## src/design/sbclp_pkg.sv

```systemverilog
// Package for the serial bus command line parser.
// Holds shared constants, the event kind type and the decode result struct.
// No dependencies.
package sbclp_pkg;

  // Default line store depth
  localparam int unsigned LINE_BYTES_DEF = 20;
  // Fixed positions that the decoder looks at
  localparam int unsigned DEC_POS = 16;
  // Line length required by the address set command
  localparam int unsigned SPA_LEN = 14;

  localparam logic [15:0] ADDR_RESET = 16'hFFFF;

  localparam logic [7:0] CH_CR      = 8'h0D;
  localparam logic [7:0] CH_LF      = 8'h0A;
  localparam logic [7:0] DIGIT_BASE = 8'd48;

  typedef enum logic [1:0] {
    EV_SEND   = 2'd0,
    EV_REPORT = 2'd1,
    EV_SET    = 2'd2
  } event_kind_e;

  typedef struct packed {
    logic        hit;
    event_kind_e kind;
    logic [15:0] group;
    logic        sw_on;
    logic        set_addr;
    logic [15:0] new_addr;
  } dec_t;

endpackage

```

## src/design/sbclp_decode.sv

```systemverilog
// Fixed-position command decoder for one complete line.
// Depends on sbclp_pkg (dec_t, event kinds, constants).
module sbclp_decode import sbclp_pkg::*; (
  input  logic [DEC_POS-1:0][7:0] line_i,
  input  logic                    len14_i,
  output dec_t                    dec_o
);

  localparam logic [7:0] ChF  = "f";
  localparam logic [7:0] ChB  = "b";
  localparam logic [7:0] ChS  = "s";
  localparam logic [7:0] ChR  = "r";
  localparam logic [7:0] ChP  = "p";
  localparam logic [7:0] ChA  = "a";
  localparam logic [7:0] Ch0  = "0";
  localparam logic [7:0] Ch1  = "1";
  localparam logic [7:0] ChSl = "/";
  localparam logic [7:0] ChEq = "=";
  localparam logic [7:0] ChDt = ".";

  logic        is_fb, is_send, is_rpa, is_spa;
  logic [15:0] w6, w7, w9, w11, w12, w13;
  logic [15:0] ga;
  logic [7:0]  b5, b6, b8, b9, b11, b12, b13;
  logic [7:0]  hi, lo;

  // digit values wrap: 16 bits are enough for the group address,
  // 8 bits for each address byte
  assign w6  = {8'h00, line_i[6]}  - {8'h00, DIGIT_BASE};
  assign w7  = {8'h00, line_i[7]}  - {8'h00, DIGIT_BASE};
  assign w9  = {8'h00, line_i[9]}  - {8'h00, DIGIT_BASE};
  assign w11 = {8'h00, line_i[11]} - {8'h00, DIGIT_BASE};
  assign w12 = {8'h00, line_i[12]} - {8'h00, DIGIT_BASE};
  assign w13 = {8'h00, line_i[13]} - {8'h00, DIGIT_BASE};

  assign ga = (((((w6 * 16'd10) + w7) * 16'd8) + w9) << 8)
            + w11 * 16'd100 + w12 * 16'd10 + w13;

  assign b5  = line_i[5]  - DIGIT_BASE;
  assign b6  = line_i[6]  - DIGIT_BASE;
  assign b8  = line_i[8]  - DIGIT_BASE;
  assign b9  = line_i[9]  - DIGIT_BASE;
  assign b11 = line_i[11] - DIGIT_BASE;
  assign b12 = line_i[12] - DIGIT_BASE;
  assign b13 = line_i[13] - DIGIT_BASE;

  assign hi = ((b5 * 8'd10) + b6) * 8'd16 + b8 * 8'd10 + b9;
  assign lo = b11 * 8'd100 + b12 * 8'd10 + b13;

  assign is_fb   = (line_i[0] == ChF) && (line_i[1] == ChB);
  assign is_send = is_fb && (line_i[2] == ChS) && (line_i[3] == Ch0) &&
                   (line_i[4] == Ch1) && (line_i[5] == ChSl) &&
                   (line_i[8] == ChSl) && (line_i[10] == ChSl) &&
                   (line_i[14] == ChEq) &&
                   ((line_i[15] == Ch0) || (line_i[15] == Ch1));
  assign is_rpa  = is_fb && (line_i[2] == ChR) && (line_i[3] == ChP) &&
                   (line_i[4] == ChA);
  assign is_spa  = is_fb && (line_i[2] == ChS) && (line_i[3] == ChP) &&
                   (line_i[4] == ChA) && (line_i[7] == ChDt) &&
                   (line_i[10] == ChDt) && len14_i;

  always_comb begin
    dec_o          = '0;
    dec_o.kind     = EV_SEND;
    dec_o.new_addr = {hi, lo};
    if (is_send) begin
      dec_o.hit   = 1'b1;
      dec_o.kind  = EV_SEND;
      dec_o.group = ga;
      dec_o.sw_on = (line_i[15] == Ch1);
    end else if (is_rpa) begin
      dec_o.hit  = 1'b1;
      dec_o.kind = EV_REPORT;
    end else if (is_spa) begin
      dec_o.hit      = 1'b1;
      dec_o.kind     = EV_SET;
      dec_o.set_addr = 1'b1;
    end
  end

endmodule

```

## src/design/serial_bus_command_line_parser_unit.sv

```systemverilog
// Top level of the serial bus command line parser.
// Depends on sbclp_pkg and sbclp_decode.
//
// Takes one received byte per cycle when not stalled and collects it into a
// line store of LINE_BYTES bytes (extra bytes are dropped). A CR directly
// followed by LF ends the line: the line is decoded at fixed positions in
// the cycle the LF is accepted and any event (send switch, report address,
// set address) appears in the output register on the next cycle. The input
// stalls only for a line-ending LF while an earlier event is still held in
// the output register by out_stall_i. Writing the config register loads the
// physical address store at once; cfg_ready_o is always high.
module serial_bus_command_line_parser_unit import sbclp_pkg::*; #(
  parameter int unsigned LINE_BYTES = LINE_BYTES_DEF
) (
  input  logic        clk_i,
  input  logic        rst_ni,
  input  logic        cfg_valid_i,
  output logic        cfg_ready_o,
  input  logic [15:0] cfg_data_i,
  input  logic        in_valid_i,
  output logic        in_stall_o,
  input  logic [7:0]  rx_byte_i,
  output logic        out_valid_o,
  input  logic        out_stall_i,
  output logic [1:0]  event_kind_o,
  output logic [15:0] group_address_o,
  output logic        switch_on_o,
  output logic [15:0] phys_address_o
);

  localparam int unsigned LEN_W = $clog2(LINE_BYTES + 1);
  localparam int unsigned IDX_W = $clog2(LINE_BYTES);

  logic [LINE_BYTES-1:0][7:0] line_q, line_d;
  logic [LEN_W-1:0]           len_q, len_d;
  logic                       cr_q, cr_d;
  logic [15:0]                own_q, own_d;
  logic                       out_valid_q, out_valid_d;
  event_kind_e                kind_q;
  logic [15:0]                ga_q;
  logic                       on_q;
  logic [15:0]                phys_q;

  logic is_cr, is_lf, in_acc, line_end, out_load;
  dec_t dec;

  assign is_cr    = (rx_byte_i == CH_CR);
  assign is_lf    = (rx_byte_i == CH_LF);
  // only a line end can produce an event, so only that byte waits
  assign in_stall_o = out_valid_q & out_stall_i & is_lf & cr_q;
  assign in_acc   = in_valid_i & ~in_stall_o;
  assign line_end = in_acc & is_lf & cr_q;
  assign out_load = line_end & dec.hit;
  assign cfg_ready_o = 1'b1;

  sbclp_decode u_decode (
    .line_i  (line_q[DEC_POS-1:0]),
    .len14_i (len_q == LEN_W'(SPA_LEN)),
    .dec_o   (dec)
  );

  always_comb begin
    line_d = line_q;
    len_d  = len_q;
    cr_d   = cr_q;
    if (in_acc) begin
      if (is_cr) begin
        cr_d = 1'b1;
      end else if (is_lf) begin
        if (cr_q) begin
          line_d = '0;
          len_d  = '0;
          cr_d   = 1'b0;
        end
      end else begin
        if (len_q < LEN_W'(LINE_BYTES)) begin
          line_d[len_q[IDX_W-1:0]] = rx_byte_i;
          len_d = len_q + LEN_W'(1);
        end
        cr_d = 1'b0;
      end
    end
  end

  always_comb begin
    own_d = own_q;
    if (cfg_valid_i && cfg_ready_o) begin
      own_d = cfg_data_i;
    end else if (line_end && dec.set_addr) begin
      own_d = dec.new_addr;
    end
  end

  always_comb begin
    out_valid_d = out_valid_q;
    if (out_load) begin
      out_valid_d = 1'b1;
    end else if (!out_stall_i) begin
      out_valid_d = 1'b0;
    end
  end

  always_ff @(posedge clk_i or negedge rst_ni) begin
    if (!rst_ni) begin
      line_q      <= '0;
      len_q       <= '0;
      cr_q        <= 1'b0;
      own_q       <= ADDR_RESET;
      out_valid_q <= 1'b0;
    end else begin
      line_q      <= line_d;
      len_q       <= len_d;
      cr_q        <= cr_d;
      own_q       <= own_d;
      out_valid_q <= out_valid_d;
    end
  end

  always_ff @(posedge clk_i) begin
    if (out_load) begin
      kind_q <= dec.kind;
      ga_q   <= dec.group;
      on_q   <= dec.sw_on;
      phys_q <= dec.set_addr ? dec.new_addr : own_q;
    end
  end

  assign out_valid_o     = out_valid_q;
  assign event_kind_o    = kind_q;
  assign group_address_o = ga_q;
  assign switch_on_o     = on_q;
  assign phys_address_o  = phys_q;

endmodule

```

## config.mk

```make
export PLATFORM = sky130hd
export DESIGN_NAME = serial_bus_command_line_parser_unit
export DESIGN_NICKNAME = d
export VERILOG_FILES = /design/src/design/sbclp_pkg.sv /design/src/design/sbclp_decode.sv /design/src/design/serial_bus_command_line_parser_unit.sv
export SDC_FILE = /design/constraint.sdc
export NUM_CORES = 1
export LEC_CHECK = 0
export ABC_AREA = 1
export BUFFER_PORTS_ARGS = -buffer_cell sky130_fd_sc_hd__buf_2
export CELL_PAD_IN_SITES_DETAIL_PLACEMENT = 0
export CELL_PAD_IN_SITES_GLOBAL_PLACEMENT = 2
export CORE_MARGIN = 2
export CORE_UTILIZATION = 36
export CTS_BUF_LIST = sky130_fd_sc_hd__clkbuf_8
export DETAILED_ROUTE_END_ITERATION = 6
export PLACE_DENSITY_LB_ADDON = 0.1
export SYNTH_ARGS = -nofsm -noshare
export SYNTH_HDL_FRONTEND = slang
export SYNTH_SLANG_ARGS = --single-unit
```

## constraint.sdc

```tcl
create_clock -name clk_i -period 5.59 [get_ports clk_i]
set_clock_uncertainty 0.2 [all_clocks]
set_input_delay 1.118 -clock clk_i [delete_from_list [all_inputs] [get_ports clk_i]]
set_output_delay 1.118 -clock clk_i [all_outputs]
set_load 0.02 [all_outputs]
```

==> impl_metrics.ini <==
[floorplanning]
io_pins = 67
row_count = 65
initial_core_util_pct = 36.61
die_w_um = 183.1
die-area_mm2 = 0.03354
dieHeight_um = 183.1
coreArea_mm2 = 0.03156

[logic_synthesis]
ys_seq_area_share_pct = 41.11
yosysTopAreaCell = dfrtp_1
synth_top_area_share_pct = 28.38
synth_edf_count = 35
synth.cells.most_frequent = nand2_1, inv_1, dfrtp_1, ha_1, nand3_1
syn_nets = 1459
yosysMostFrequentCell = nand2_1
ys.warnings.count = 0
ys_top_cells_by_area = dfrtp_1, ha_1, edfxtp_1
synthesis.area_mm2 = 0.01155
syn_inst = 1281
synthFlopType = dfrtp_1
synth_seq_cells = 182
syn_avg_cell_area_um2 = 9.018
async_flop_share_pct = 80.77
ys_types = 43

[cells_and_area]
n_fill_cell = 3265
fin_nets = 1522
drive_gt1_share_pct = 13.56
antenna_cells = 0
syn_to_final_growth_pct = 10.76

[drt]
avgRoutedWirePerCell_um = 16.95
antenna_left = 0
totalWireLength_mm = 29.82
vias = 8608
drt_iter0_drc = 390
dr.pass1.iters = 5
via_per_inst = 4.894
drc = 0

[worst_hold_path]
min_path_cells = 2
hp-class = flip-flop to flip-flop
min-delay-start = own_q[12]

[clock_network]
path_clk_slew_ps = 100
numCtsBuffers = 17
cts.sinks = 182
cts_tree = done
cts_max_path_buffers = 2
root_buffer = clkbuf_8
htreeDepth = 4
insertion_delay_ps = 480

[placement]
port_buffers = 65
place_ws_ps = 13.11
gp_congestion = 0.8138
dp_hpwl_mm = 21.36

[sta]
fmax_ghz = 0.1909
final-setup-viol-count = 0
drv_slew = 0
setup_slack_ps = 350.4
finalHoldViolCount = 0
tightest_slew_ps = 1025
max_slew_margin_pct = 31.48
finalCritPeriodShare_pct = 93.73
finalCriticalPeriod_ps = 5240

[worst_setup_path]
cp_data_required_time_ps = 5630
critPathMaxStageDelay_ps = 510
crit_path_start_kind = flip-flop
crit_chain = ha_1 -> xnor2_2 -> ha_1 -> ha_1 -> inv_1 -> fa_1 -> inv_1 -> ha_4 -> nand2_1 -> inv_1 -> a21oi_1 -> nand2_1 -> xnor2_1 -> fa_1 -> inv_1 -> fa_1 -> ha_4 -> nand4_1 -> o211ai_1 -> a21oi_2 -> a21oi_1 -> nor2_1
crit_arrival_ps = 5280
crit_top_cell = inv_1
cp_slowest_cell = fa_1
setup.worst_path.end_class = flip-flop
path_class = flip-flop to flip-flop
startpoint = line_q[92]
reg2reg_from = line_q[92]
worstPathMaxFanout = 6
reg2regPathDepth = 22

[global_routing]
met3_usage_pct = 2.800
grt_pass1_wl_mm = 48.27
grt_overflow_total = 0
grt.total_usage_pct = 18.66
met2_usage_pct = 32.39
met1_usage_pct = 24.66
grt_max_degree = 82
top_usage_layer = met2
grt_antenna_before_repair = 0
first_global_vias = 8784

[run]
maxCapViolations = 0

[outcome]
status = finished clean
## layout make-up
type | instances | area (um^2) | area share [%]
multi-input cells | 842 | 5866 | 45.84
flip-flops and latches | 182 | 4750 | 37.12
inverters | 214 | 803.3 | 6.278
well taps | 402 | 503.0 | 3.931
repair buffers | 87 | 496.7 | 3.882
clock buffers | 17 | 234.0 | 1.829
clock inverters | 15 | 142.6 | 1.115
## timing repair
action                     in CTS  in global routing
hold buffers                    0                  0
buffers inserted                0                  1
setup endpoints to repair       0                  3
gates resized for setup         0                 20
## metrics by stage
step	std cells	hold WS [ps]	setup TNS [ps]	utilization, %	cell area (um^2)
2_1_floorplan	1281	241.8	0	-	11550
3_3_place_gp	1726	250.9	0	38.92	12280
3_5_place_dp	1726	251.9	0	38.92	12280
4_1_cts	1758	268.3	0	40.11	12660
5_1_grt	1759	286.4	-52.29	40.55	12790
6_report	1759	265.7	0	40.55	12790
## registers in the layout, summed over array words and instances (netlist names)
register,count
line_q,124
group_address_o,16
own_q,16
phys_address_o,16
len_q,5
event_kind_o,2
cr_q,1
out_valid_o,1
switch_on_o,1
## cell families after synthesis
logic type,after synthesis,share of synthesized area (%)
simple gates,427,16.78
buf+inv,257,9.238
compound gates,219,10.48
flops,182,41.11
fa+ha+maj,149,18.87
xor+xnor,46,3.487
other cells,1,0.03246
## cells in the final DEF (no fill, tap or decap), drive strengths merged, types with 3 or more instances in the layout
master  count
a21oi      38
buf        87
clkbuf     17
clkinv      4
dfrtp     131
dfstp      16
edfxtp     35
fa         42
ha        107
inv       222
nand2     217
nand3     110
nand3b      4
nand4      19
nor2       51
nor3       13
nor4       10
o21a        5
o21ai     104
o21bai      3
o22ai      63
xnor2      24
xor2       22
## layer usage
layer,vias to the layer above,share of wire [%]
met5,-,0
met4,0,1.1
met3,26,2.2
met2,92,49
met1,4118,48
li1,4372,-
## path summary, 6_finish.rpt
| kind | end | slack (ps) |
|---|---|---|
| worst max-delay path | group_address_o[15] | 350 |
| worst min-delay path | own_q[12] | 270 |
| worst min register to register | own_q[12] | 270 |
| max in group asynchronous | own_q[15] | 3650 |
| worst max register to register | group_address_o[15] | 350 |
| min in group asynchronous | line_q[7] | 490 |
## worst max-delay path, delay by kind of cell (launching register included)
family	cells	cell delay, ps
buffers and inverters	4	220
adder cells (fa/ha/maj)	8	2880
AO/OA/AOI/OAI	4	530
AND/OR/NAND/NOR	4	380
flip-flops	1	430
XOR/XNOR	2	370
Power is left out: the tool's default activity adds up to more than one toggle a clock period on the data nets, which glitch-free logic cannot reach.
